## config.mk

```make
export PLATFORM = sky130hd
export DESIGN_NAME = clamped_pid_controller_top
export DESIGN_NICKNAME = d
export VERILOG_FILES = /design/src/rtl/cpid_pkg.sv /design/src/rtl/cpid_state.sv /design/src/rtl/cpid_mac.sv /design/src/rtl/clamped_pid_controller_top.sv
export SDC_FILE = /design/constraint.sdc
export NUM_CORES = 2
export LEC_CHECK = 0
export ABC_CLOCK_PERIOD_IN_PS = 26900
export BUFFER_PORTS_ARGS = -buffer_cell sky130_fd_sc_hd__buf_2
export CAP_MARGIN = 10
export CORE_MARGIN = 10
export CORE_UTILIZATION = 30
export DETAILED_ROUTE_END_ITERATION = 8
export PLACE_DENSITY = 0.41
export SKIP_CTS_REPAIR_TIMING = 1
export SYNTH_ARGS = -nofsm -noshare
export SYNTH_HDL_FRONTEND = slang
export SYNTH_SLANG_ARGS = --single-unit
```

## constraint.sdc

```tcl
create_clock -name clk -period 26.9 [get_ports clk]
set_input_delay 1.345 -clock clk [delete_from_list [all_inputs] [get_ports clk]]
set_output_delay 1.345 -clock clk [all_outputs]
set_load 0.05 [all_outputs]
```

## src/rtl/cpid_pkg.sv

```systemverilog
// Shared types and constants for the clamped PID controller.
// No dependencies; imported by every module of the block.
package cpid_pkg;

  localparam int ERR_CLAMP_HI_DEF  = 32767;
  localparam int ERR_CLAMP_LO_DEF  = -32768;
  localparam int DIFF_CLAMP_HI_DEF = 32767;
  localparam int DIFF_CLAMP_LO_DEF = -32768;

  localparam int CFG_IDX_W  = 3;
  localparam int CFG_DATA_W = 24;

  localparam logic [CFG_IDX_W-1:0] REG_GAIN_PROP   = 3'd0;
  localparam logic [CFG_IDX_W-1:0] REG_GAIN_INTEG  = 3'd1;
  localparam logic [CFG_IDX_W-1:0] REG_GAIN_DERIV  = 3'd2;
  localparam logic [CFG_IDX_W-1:0] REG_INTEG_UPPER = 3'd3;
  localparam logic [CFG_IDX_W-1:0] REG_INTEG_LOWER = 3'd4;
  localparam logic [CFG_IDX_W-1:0] REG_DRIVE_UPPER = 3'd5;
  localparam logic [CFG_IDX_W-1:0] REG_DRIVE_LOWER = 3'd6;

  localparam logic signed [15:0] GAIN_PROP_RST   = 16'sd256;
  localparam logic signed [15:0] GAIN_INTEG_RST  = 16'sd0;
  localparam logic signed [15:0] GAIN_DERIV_RST  = 16'sd0;
  localparam logic signed [23:0] INTEG_UPPER_RST = 24'sh7fffff;
  localparam logic signed [23:0] INTEG_LOWER_RST = 24'sh800000;
  localparam logic signed [15:0] DRIVE_UPPER_RST = 16'sh7fff;
  localparam logic signed [15:0] DRIVE_LOWER_RST = 16'sh8000;

  typedef struct packed {
    logic signed [15:0] gain_prop;
    logic signed [15:0] gain_integ;
    logic signed [15:0] gain_deriv;
    logic signed [23:0] integ_upper;
    logic signed [23:0] integ_lower;
    logic signed [15:0] drive_upper;
    logic signed [15:0] drive_lower;
  } cpid_cfg_t;

  typedef struct packed {
    logic               clr;
    logic signed [15:0] err;
    logic signed [23:0] integ;
    logic signed [15:0] deriv;
  } cpid_terms_t;

  typedef struct packed {
    logic load1;
    logic load2;
    logic load3;
  } cpid_pipe_ctl_t;

endpackage

```

## src/rtl/cpid_state.sv

```systemverilog
// Error, clamped integral and derivative stage; owns integral and last-error state.
// Depends on cpid_pkg.
module cpid_state
  import cpid_pkg::*;
#(
  parameter int ERR_CLAMP_HI  = ERR_CLAMP_HI_DEF,
  parameter int ERR_CLAMP_LO  = ERR_CLAMP_LO_DEF,
  parameter int DIFF_CLAMP_HI = DIFF_CLAMP_HI_DEF,
  parameter int DIFF_CLAMP_LO = DIFF_CLAMP_LO_DEF
) (
  input  logic               clk,
  input  logic               rst_n,
  input  cpid_pipe_ctl_t     ctl,
  input  cpid_cfg_t          cfg,
  input  logic               op,
  input  logic signed [15:0] setpoint,
  input  logic signed [15:0] measured,
  output cpid_terms_t        terms
);

  localparam logic signed [16:0] ERR_HI_W  = 17'(ERR_CLAMP_HI);
  localparam logic signed [16:0] ERR_LO_W  = 17'(ERR_CLAMP_LO);
  localparam logic signed [16:0] DIFF_HI_W = 17'(DIFF_CLAMP_HI);
  localparam logic signed [16:0] DIFF_LO_W = 17'(DIFF_CLAMP_LO);

  logic signed [23:0] integ_acc_r, integ_acc_nxt;
  logic signed [15:0] prev_err_r, prev_err_nxt;
  cpid_terms_t        terms_r, terms_nxt;

  logic signed [16:0] diff;
  logic signed [15:0] err;
  logic signed [24:0] isum;
  logic signed [24:0] iup;
  logic signed [24:0] ilo;
  logic signed [23:0] integ;
  logic signed [16:0] dd;
  logic signed [15:0] deriv;

  always_comb begin
    diff = $signed({setpoint[15], setpoint}) - $signed({measured[15], measured});
    if (diff > ERR_HI_W) begin
      err = ERR_HI_W[15:0];
    end else if (diff < ERR_LO_W) begin
      err = ERR_LO_W[15:0];
    end else begin
      err = diff[15:0];
    end

    isum = $signed({integ_acc_r[23], integ_acc_r}) + $signed({{9{err[15]}}, err});
    iup  = $signed({cfg.integ_upper[23], cfg.integ_upper});
    ilo  = $signed({cfg.integ_lower[23], cfg.integ_lower});
    if (isum > iup) begin
      integ = cfg.integ_upper;
    end else if (isum < ilo) begin
      integ = cfg.integ_lower;
    end else begin
      integ = isum[23:0];
    end

    dd = $signed({err[15], err}) - $signed({prev_err_r[15], prev_err_r});
    if (dd > DIFF_HI_W) begin
      deriv = DIFF_HI_W[15:0];
    end else if (dd < DIFF_LO_W) begin
      deriv = DIFF_LO_W[15:0];
    end else begin
      deriv = dd[15:0];
    end

    if (op) begin
      terms_nxt.clr   = 1'b1;
      terms_nxt.err   = '0;
      terms_nxt.integ = '0;
      terms_nxt.deriv = '0;
      integ_acc_nxt   = '0;
      prev_err_nxt    = '0;
    end else begin
      terms_nxt.clr   = 1'b0;
      terms_nxt.err   = err;
      terms_nxt.integ = integ;
      terms_nxt.deriv = deriv;
      integ_acc_nxt   = integ;
      prev_err_nxt    = err;
    end
  end

  always_ff @(posedge clk) begin
    if (!rst_n) begin
      integ_acc_r <= '0;
      prev_err_r  <= '0;
    end else if (ctl.load1) begin
      integ_acc_r <= integ_acc_nxt;
      prev_err_r  <= prev_err_nxt;
    end
  end

  always_ff @(posedge clk) begin
    if (ctl.load1) begin
      terms_r <= terms_nxt;
    end
  end

  assign terms = terms_r;

endmodule

```

## src/rtl/cpid_mac.sv

```systemverilog
// Gain products, sum, floor shift and drive clamp; holds the result register.
// Depends on cpid_pkg.
module cpid_mac
  import cpid_pkg::*;
(
  input  logic               clk,
  input  cpid_pipe_ctl_t     ctl,
  input  cpid_cfg_t          cfg,
  input  cpid_terms_t        terms,
  output logic signed [15:0] drive,
  output logic signed [15:0] err_out,
  output logic signed [23:0] integ_out,
  output logic signed [15:0] deriv_out
);

  logic signed [31:0] p_prop_r;
  logic signed [39:0] p_integ_r;
  logic signed [31:0] p_deriv_r;
  cpid_terms_t        terms2_r;

  logic signed [15:0] drive_r, drive_nxt;
  logic signed [15:0] err_r;
  logic signed [23:0] integ_r;
  logic signed [15:0] deriv_r;

  logic signed [41:0] sum;
  logic signed [33:0] shr;
  logic signed [33:0] dup;
  logic signed [33:0] dlo;

  always_ff @(posedge clk) begin
    if (ctl.load2) begin
      p_prop_r  <= cfg.gain_prop * terms.err;
      p_integ_r <= cfg.gain_integ * terms.integ;
      p_deriv_r <= cfg.gain_deriv * terms.deriv;
      terms2_r  <= terms;
    end
  end

  always_comb begin
    sum = $signed({{10{p_prop_r[31]}}, p_prop_r})
        + $signed({{2{p_integ_r[39]}}, p_integ_r})
        + $signed({{10{p_deriv_r[31]}}, p_deriv_r});
    shr = sum[41:8];
    dup = $signed({{18{cfg.drive_upper[15]}}, cfg.drive_upper});
    dlo = $signed({{18{cfg.drive_lower[15]}}, cfg.drive_lower});
    if (terms2_r.clr) begin
      drive_nxt = '0;
    end else if (shr > dup) begin
      drive_nxt = cfg.drive_upper;
    end else if (shr < dlo) begin
      drive_nxt = cfg.drive_lower;
    end else begin
      drive_nxt = shr[15:0];
    end
  end

  always_ff @(posedge clk) begin
    if (ctl.load3) begin
      drive_r <= drive_nxt;
      err_r   <= terms2_r.err;
      integ_r <= terms2_r.integ;
      deriv_r <= terms2_r.deriv;
    end
  end

  assign drive     = drive_r;
  assign err_out   = err_r;
  assign integ_out = integ_r;
  assign deriv_out = deriv_r;

endmodule

```

## src/rtl/clamped_pid_controller_top.sv

```systemverilog
// Top level of the clamped PID controller: ports, config registers, pipeline control.
// Depends on cpid_pkg, cpid_state and cpid_mac.
//
//   channel | ports                                   | direction
//   in      | in_valid/in_ready, in_op, in_setpoint,  | input transaction
//           | in_measured                             |
//   out     | out_valid/out_ready, out_drive,         | result transaction
//           | out_err_out, out_integ_out, out_deriv_out |
//   cfg     | cfg_valid/cfg_ready, cfg_index, cfg_data | register write, always ready
//
// One transaction per cycle sustained while out_ready holds; a taken input moves
// through the input reg, state stage, product stage and result reg to out_valid.
// The integral/last-error update registers as the state stage loads, so issue never waits.
// Each stage advances when the next one is empty or moving, so bubbles fill under
// an output stall. Synchronous reset empties the pipe, zeroes state and loads
// register defaults.
module clamped_pid_controller_top
  import cpid_pkg::*;
#(
  parameter int ERR_CLAMP_HI  = ERR_CLAMP_HI_DEF,
  parameter int ERR_CLAMP_LO  = ERR_CLAMP_LO_DEF,
  parameter int DIFF_CLAMP_HI = DIFF_CLAMP_HI_DEF,
  parameter int DIFF_CLAMP_LO = DIFF_CLAMP_LO_DEF
) (
  input  logic                  clk,
  input  logic                  rst_n,
  input  logic                  in_valid,
  output logic                  in_ready,
  input  logic                  in_op,
  input  logic signed [15:0]    in_setpoint,
  input  logic signed [15:0]    in_measured,
  output logic                  out_valid,
  input  logic                  out_ready,
  output logic signed [15:0]    out_drive,
  output logic signed [15:0]    out_err_out,
  output logic signed [23:0]    out_integ_out,
  output logic signed [15:0]    out_deriv_out,
  input  logic                  cfg_valid,
  output logic                  cfg_ready,
  input  logic [CFG_IDX_W-1:0]  cfg_index,
  input  logic [CFG_DATA_W-1:0] cfg_data
);

  cpid_cfg_t      cfg_r;
  cpid_pipe_ctl_t ctl;
  cpid_terms_t    terms;

  logic               v0_r, v1_r, v2_r, v3_r;
  logic               rdy0, rdy1, rdy2, rdy3;
  logic               op_r;
  logic signed [15:0] sp_r;
  logic signed [15:0] pv_r;

  assign cfg_ready = 1'b1;

  always_ff @(posedge clk) begin
    if (!rst_n) begin
      cfg_r.gain_prop   <= GAIN_PROP_RST;
      cfg_r.gain_integ  <= GAIN_INTEG_RST;
      cfg_r.gain_deriv  <= GAIN_DERIV_RST;
      cfg_r.integ_upper <= INTEG_UPPER_RST;
      cfg_r.integ_lower <= INTEG_LOWER_RST;
      cfg_r.drive_upper <= DRIVE_UPPER_RST;
      cfg_r.drive_lower <= DRIVE_LOWER_RST;
    end else if (cfg_valid) begin
      case (cfg_index)
        REG_GAIN_PROP:   cfg_r.gain_prop   <= $signed(cfg_data[15:0]);
        REG_GAIN_INTEG:  cfg_r.gain_integ  <= $signed(cfg_data[15:0]);
        REG_GAIN_DERIV:  cfg_r.gain_deriv  <= $signed(cfg_data[15:0]);
        REG_INTEG_UPPER: cfg_r.integ_upper <= $signed(cfg_data[23:0]);
        REG_INTEG_LOWER: cfg_r.integ_lower <= $signed(cfg_data[23:0]);
        REG_DRIVE_UPPER: cfg_r.drive_upper <= $signed(cfg_data[15:0]);
        REG_DRIVE_LOWER: cfg_r.drive_lower <= $signed(cfg_data[15:0]);
        default: ;
      endcase
    end
  end

  assign rdy3     = !v3_r || out_ready;
  assign rdy2     = !v2_r || rdy3;
  assign rdy1     = !v1_r || rdy2;
  assign rdy0     = !v0_r || rdy1;
  assign in_ready = rdy0;

  assign ctl.load1 = v0_r && rdy1;
  assign ctl.load2 = v1_r && rdy2;
  assign ctl.load3 = v2_r && rdy3;

  always_ff @(posedge clk) begin
    if (!rst_n) begin
      v0_r <= 1'b0;
      v1_r <= 1'b0;
      v2_r <= 1'b0;
      v3_r <= 1'b0;
    end else begin
      if (rdy0) v0_r <= in_valid;
      if (rdy1) v1_r <= v0_r;
      if (rdy2) v2_r <= v1_r;
      if (rdy3) v3_r <= v2_r;
    end
  end

  always_ff @(posedge clk) begin
    if (in_valid && rdy0) begin
      op_r <= in_op;
      sp_r <= in_setpoint;
      pv_r <= in_measured;
    end
  end

  cpid_state #(
    .ERR_CLAMP_HI  (ERR_CLAMP_HI),
    .ERR_CLAMP_LO  (ERR_CLAMP_LO),
    .DIFF_CLAMP_HI (DIFF_CLAMP_HI),
    .DIFF_CLAMP_LO (DIFF_CLAMP_LO)
  ) u_state (
    .clk      (clk),
    .rst_n    (rst_n),
    .ctl      (ctl),
    .cfg      (cfg_r),
    .op       (op_r),
    .setpoint (sp_r),
    .measured (pv_r),
    .terms    (terms)
  );

  cpid_mac u_mac (
    .clk       (clk),
    .ctl       (ctl),
    .cfg       (cfg_r),
    .terms     (terms),
    .drive     (out_drive),
    .err_out   (out_err_out),
    .integ_out (out_integ_out),
    .deriv_out (out_deriv_out)
  );

  assign out_valid = v3_r;

`ifndef SYNTHESIS
  a_reset_empty: assert property (@(posedge clk) !rst_n |=> !out_valid && !v0_r)
    else $error("pipeline not empty after reset");

  a_no_overwrite: assert property (@(posedge clk) disable iff (!rst_n)
    (in_valid && in_ready && v0_r) |-> ctl.load1)
    else $error("input register overwritten before it moved on");

  a_clear_zero: assert property (@(posedge clk) disable iff (!rst_n)
    (v1_r && terms.clr) |-> (terms.err == 16'sd0 && terms.integ == 24'sd0
                             && terms.deriv == 16'sd0))
    else $error("clear transaction carries nonzero terms");
`endif

endmodule
```

==> metrics.txt <==
# TYPE chip_impl_metric gauge
chip_impl_info{name="critical_path.startpoint_type",value="flop"} 1
chip_impl_metric{name="placement.cell_area",unit="mm²"} 0.06172
chip_impl_metric{name="share_seq_of_total_power",unit="%"} 30.2
chip_impl_info{name="crit_slowest_cell",value="o21ai_4"} 1
chip_impl_info{name="worstSetupEndpointType",value="flop"} 1
chip_impl_metric{name="number_of_register_bits_inferred_by_synthesis",unit=""} 495
chip_impl_info{name="timing.setup.critical_path_class",value="reg -> reg"} 1
chip_impl_metric{name="floorplan.core_area",unit="mm²"} 0.1924
chip_impl_metric{name="route.layer.met1.wl",unit="µm"} 84220
chip_impl_metric{name="slew_headroom",unit="%"} 24.43
chip_impl_metric{name="synthDistinctLibCells",unit=""} 91
chip_impl_metric{name="final_net_count",unit=""} 7432
chip_impl_metric{name="die_w",unit="µm"} 459.5
chip_impl_metric{name="post_cts_clock_slew_at_the_launch_and_capture_registers_of_the_worst_setup_and_hold_paths",unit="ns"} 0.06
chip_impl_metric{name="num_rows",unit=""} 161
chip_impl_metric{name="layout-drive-gt1-share",unit="%"} 6.622
chip_impl_metric{name="place_hpwl",unit="µm"} 141700
chip_impl_metric{name="finalInstanceArea",unit="mm²"} 0.06414
chip_impl_metric{name="p_leak",unit="nW"} 26.86
chip_impl_info{name="post-synth-top-area-cell",value="fa_1"} 1
chip_impl_metric{name="placed_cells_incl_taps",unit=""} 8406
chip_impl_metric{name="timing.clock.skew",unit="ns"} 0.07918
chip_impl_metric{name="via_count",unit=""} 40033
chip_impl_metric{name="cts_buffers",unit=""} 69
chip_impl_metric{name="routed-wl-met2",unit="µm"} 85440
chip_impl_metric{name="timing.final.crit_share",unit="%"} 29.24
chip_impl_info{name="topRoutingLayerUsed",value="met4"} 1
chip_impl_info{name="synthFlopType",value="edfxtp_1"} 1
chip_impl_metric{name="crit_path_max_incr_delay",unit="ns"} 0.94
chip_impl_metric{name="grt_pass1_vias",unit=""} 43732
chip_impl_metric{name="routed_via_density",unit=""} 4.684
chip_impl_metric{name="cts.sinks",unit=""} 495
chip_impl_metric{name="firstDrtPassIters",unit=""} 5
chip_impl_metric{name="timing.final.setup_violations",unit=""} 0
chip_impl_metric{name="power_density_cells",unit="mW/mm²"} 48.70
chip_impl_metric{name="grt_antenna_before_repair",unit=""} 18
chip_impl_metric{name="comb_power_share",unit="%"} 38.9
chip_impl_metric{name="syn_avg_cell_area",unit="µm²"} 9.906
chip_impl_metric{name="die-area",unit="mm²"} 0.2111
chip_impl_metric{name="cp_data_arrival_time",unit="ns"} 8.46
chip_impl_metric{name="clock_power_share",unit="%"} 30.9
chip_impl_metric{name="post_synth_inst_count",unit=""} 5850
chip_impl_metric{name="gr-usage-all-layers",unit="%"} 17.42
chip_impl_metric{name="met3_length",unit="µm"} 5825
chip_impl_metric{name="cp_max_fo",unit=""} 36
chip_impl_metric{name="clock_insertion_delay_at_the_later_pin_of_the_skew_report",unit="ns"} 0.71
chip_impl_metric{name="yosysWarningCount",unit=""} 0
chip_impl_info{name="timing.hold.worst.class",value="reg -> reg"} 1
chip_impl_metric{name="switching_power",unit="W"} 0.001234
chip_impl_metric{name="area_growth_syn_to_layout",unit="%"} 10.68
chip_impl_info{name="most-common-layout-cells",value="inv_1 (1107), fa_1 (940), nand2_1 (839), ha_1 (474), and2_1 (349)"} 1
chip_impl_metric{name="htree_levels",unit=""} 3
chip_impl_metric{name="numPortBuffers",unit=""} 138
chip_impl_metric{name="final-instance-count-excl-fill",unit=""} 8546
chip_impl_metric{name="grt_first_pass_wirelength",unit="µm"} 280900
chip_impl_metric{name="synth_edf_count",unit=""} 323
chip_impl_metric{name="dieHeight",unit="µm"} 459.5
chip_impl_metric{name="fin_crit",unit="ns"} 7.865
chip_impl_info{name="cts_root_buf",value="clkbuf_16"} 1
chip_impl_metric{name="seq_area_frac_synth",unit="%"} 22.68
chip_impl_metric{name="place_ws",unit="ns"} 19.02
chip_impl_metric{name="grt_overflow_total",unit=""} 0
chip_impl_metric{name="asyncSetResetFlopFracSynth",unit="%"} 0
chip_impl_metric{name="timing.fmax",unit="MHz"} 127.1
chip_impl_metric{name="worst_pin_slew",unit="ns"} 1.133
chip_impl_metric{name="initial_core_util",unit="%"} 30.12
chip_impl_metric{name="routabilityCongestion",unit=""} 0.8463
chip_impl_metric{name="worst-endpoint-required",unit="ns"} 27.50
chip_impl_metric{name="grt_max_degree",unit=""} 92
chip_impl_metric{name="hold_viol_final",unit=""} 0
chip_impl_metric{name="ir_worst_vdd",unit="µV"} 42.78
chip_impl_metric{name="wl_per_cell",unit="µm"} 21.16
chip_impl_metric{name="synth_area",unit="mm²"} 0.05795
chip_impl_metric{name="max_cap_viol",unit=""} 0
chip_impl_metric{name="timing.setup.tns",unit="ns"} 0
chip_impl_metric{name="synthDominantCellAreaShare",unit="%"} 32.47
chip_impl_metric{name="routed_wl",unit="µm"} 180800
chip_impl_info{name="outcome",value="finished clean"} 1
chip_impl_metric{name="mappedNetlistNets",unit=""} 7329
chip_impl_metric{name="power.share.switching",unit="%"} 39.50
chip_impl_metric{name="hold_ws",unit="ns"} 0.4147
chip_impl_metric{name="antenna_left",unit=""} 0
chip_impl_info{name="cts_tree",value="yes"} 1
chip_impl_metric{name="boundaryPins",unit=""} 140
chip_impl_metric{name="drt_drc_violations_left",unit=""} 0
chip_impl_info{name="layout.cells.most_common",value="inv_1"} 1
chip_impl_metric{name="clockBufferDepth",unit=""} 3
chip_impl_metric{name="cellInternalPower",unit="W"} 0.001890
chip_impl_metric{name="timing_max_transition_violations_final",unit=""} 0
chip_impl_metric{name="detail_route.iter0.violations",unit=""} 1990
chip_impl_info{name="rsz_0062_raised_after_global_routing",value="false"} 1
chip_impl_metric{name="setup_slack",unit="ns"} 19.03
chip_impl_info{name="leading_post_synthesis_cells_by_cell_area",value="fa_1 (32%), edfxtp_1 (17%), ha_1 (10%), inv_1 (7.2%), dfxtp_1 (5.9%)"} 1
## flip-flops by register name, indices dropped and copies added (netlist names), 24 cells and up
register             count
cfg_r                  128
u_mac.terms2_r          57
u_state.terms           57
u_mac.p_integ_r         40
u_mac.p_deriv_r         32
u_mac.p_prop_r          32
u_mac.integ_out         24
u_state.integ_acc_r     24
## metal layers
metal	vias to the layer above	GRT usage, %
met5	-	0
met4	0	4.697
met3	178	1.717
met2	627	29.09
met1	20491	24.04
li1	18737	-
## worst paths after layout
| check | start | to | slack [ns] | depth (start not counted) |
|---|---|---|---|---|
| max | pv_r[0] | u_state.integ_acc_r[17] | 19.03 | 31 |
| min | u_mac.terms2_r[18] | u_mac.integ_out[2] | 0.41 | 0 |
| max reg2reg | pv_r[0] | u_state.integ_acc_r[17] | 19.03 | 31 |
| min reg2reg | u_mac.terms2_r[18] | u_mac.integ_out[2] | 0.41 | 0 |
## synthesized netlist by cell type, types with 13 or more instances
| master | instances |
|---|---|
| o21a_1 | 20 |
| nand2_1 | 840 |
| xnor2_1 | 136 |
| fa_1 | 940 |
| nand2b_1 | 74 |
| a211oi_1 | 26 |
| o21ai_0 | 99 |
| a22o_1 | 13 |
| xor2_1 | 53 |
| o31ai_1 | 13 |
| inv_1 | 1108 |
| and3_1 | 16 |
| o21ai_1 | 14 |
| dfxtp_1 | 172 |
| a21boi_0 | 99 |
| mux2i_1 | 26 |
| a31oi_1 | 13 |
| a21oi_1 | 183 |
| and2_1 | 349 |
| nor2_1 | 144 |
| a21o_1 | 110 |
| nor2b_1 | 48 |
| nor3_1 | 39 |
| o2bb2ai_1 | 15 |
| ha_1 | 474 |
| clkbuf_1 | 176 |
| o21bai_1 | 23 |
| edfxtp_1 | 323 |
| nand4_1 | 29 |
| nand3_1 | 46 |
| o211ai_1 | 65 |
## cells by family (layout without fill, tap and decap cells)
| group | Yosys count | count (layout) | synth area share (%) |
|---|---|---|---|
| buffers and inverters | 1300 | 1460 | 8.490 |
| AND/OR/NAND/NOR | 1623 | 1623 | 13.17 |
| multiplexers | 35 | 35 | 0.6240 |
| adder cells (fa/ha/maj) | 1414 | 1414 | 42.71 |
| flip-flops | 495 | 495 | 22.68 |
| AO/OA/AOI/OAI | 792 | 792 | 9.423 |
| other | 1 | 11 | 0.006471 |
| XOR/XNOR | 190 | 190 | 2.904 |
## critical path, delay by kind of cell (launching register included)
family / cells / cell delay (ns)
AOI/OAI and AO/OA: 17 / 4.09
adders and majority gates: 5 / 1.55
and+or+nand+nor: 6 / 0.78
xor gates and xnor gates: 1 / 0.40
DFF: 1 / 0.38
muxes: 1 / 0.37
buffers and inverters: 1 / 0.20
## stage by stage
| step | power (W) | util (%) |
|---|---|---|
| after floorplan | 0.001779 | - |
| after global placement | 0.002184 | 32.08 |
| after detailed placement | 0.002180 | 32.08 |
| after CTS | 0.003182 | 33.32 |
| after global routing | 0.003349 | 33.33 |
| final | 0.003124 | 33.34 |
## area by class of cell
class	count	area, µm²
clock buffer	88	1871
timing repair buffer	224	1346
antenna	10	25.02
fill	19719	128200
sequential	495	13140
clock inverter	40	498.0
tap	2526	3161
multi-input combinational	4055	39940
inverter	1108	4159
## power by group through the flow
stage,Clock [W],Combinational (W),Sequential [W]
after floorplan,0,0.000854,0.000925
after global placement,0,0.00122,0.000961
after detailed placement,0,0.00122,0.000961
after CTS,0.00100,0.00123,0.000945
after global routing,0.00103,0.00137,0.000950
final,0.000965,0.00121,0.000945
Note: power is estimated with default switching activity, not from simulation.
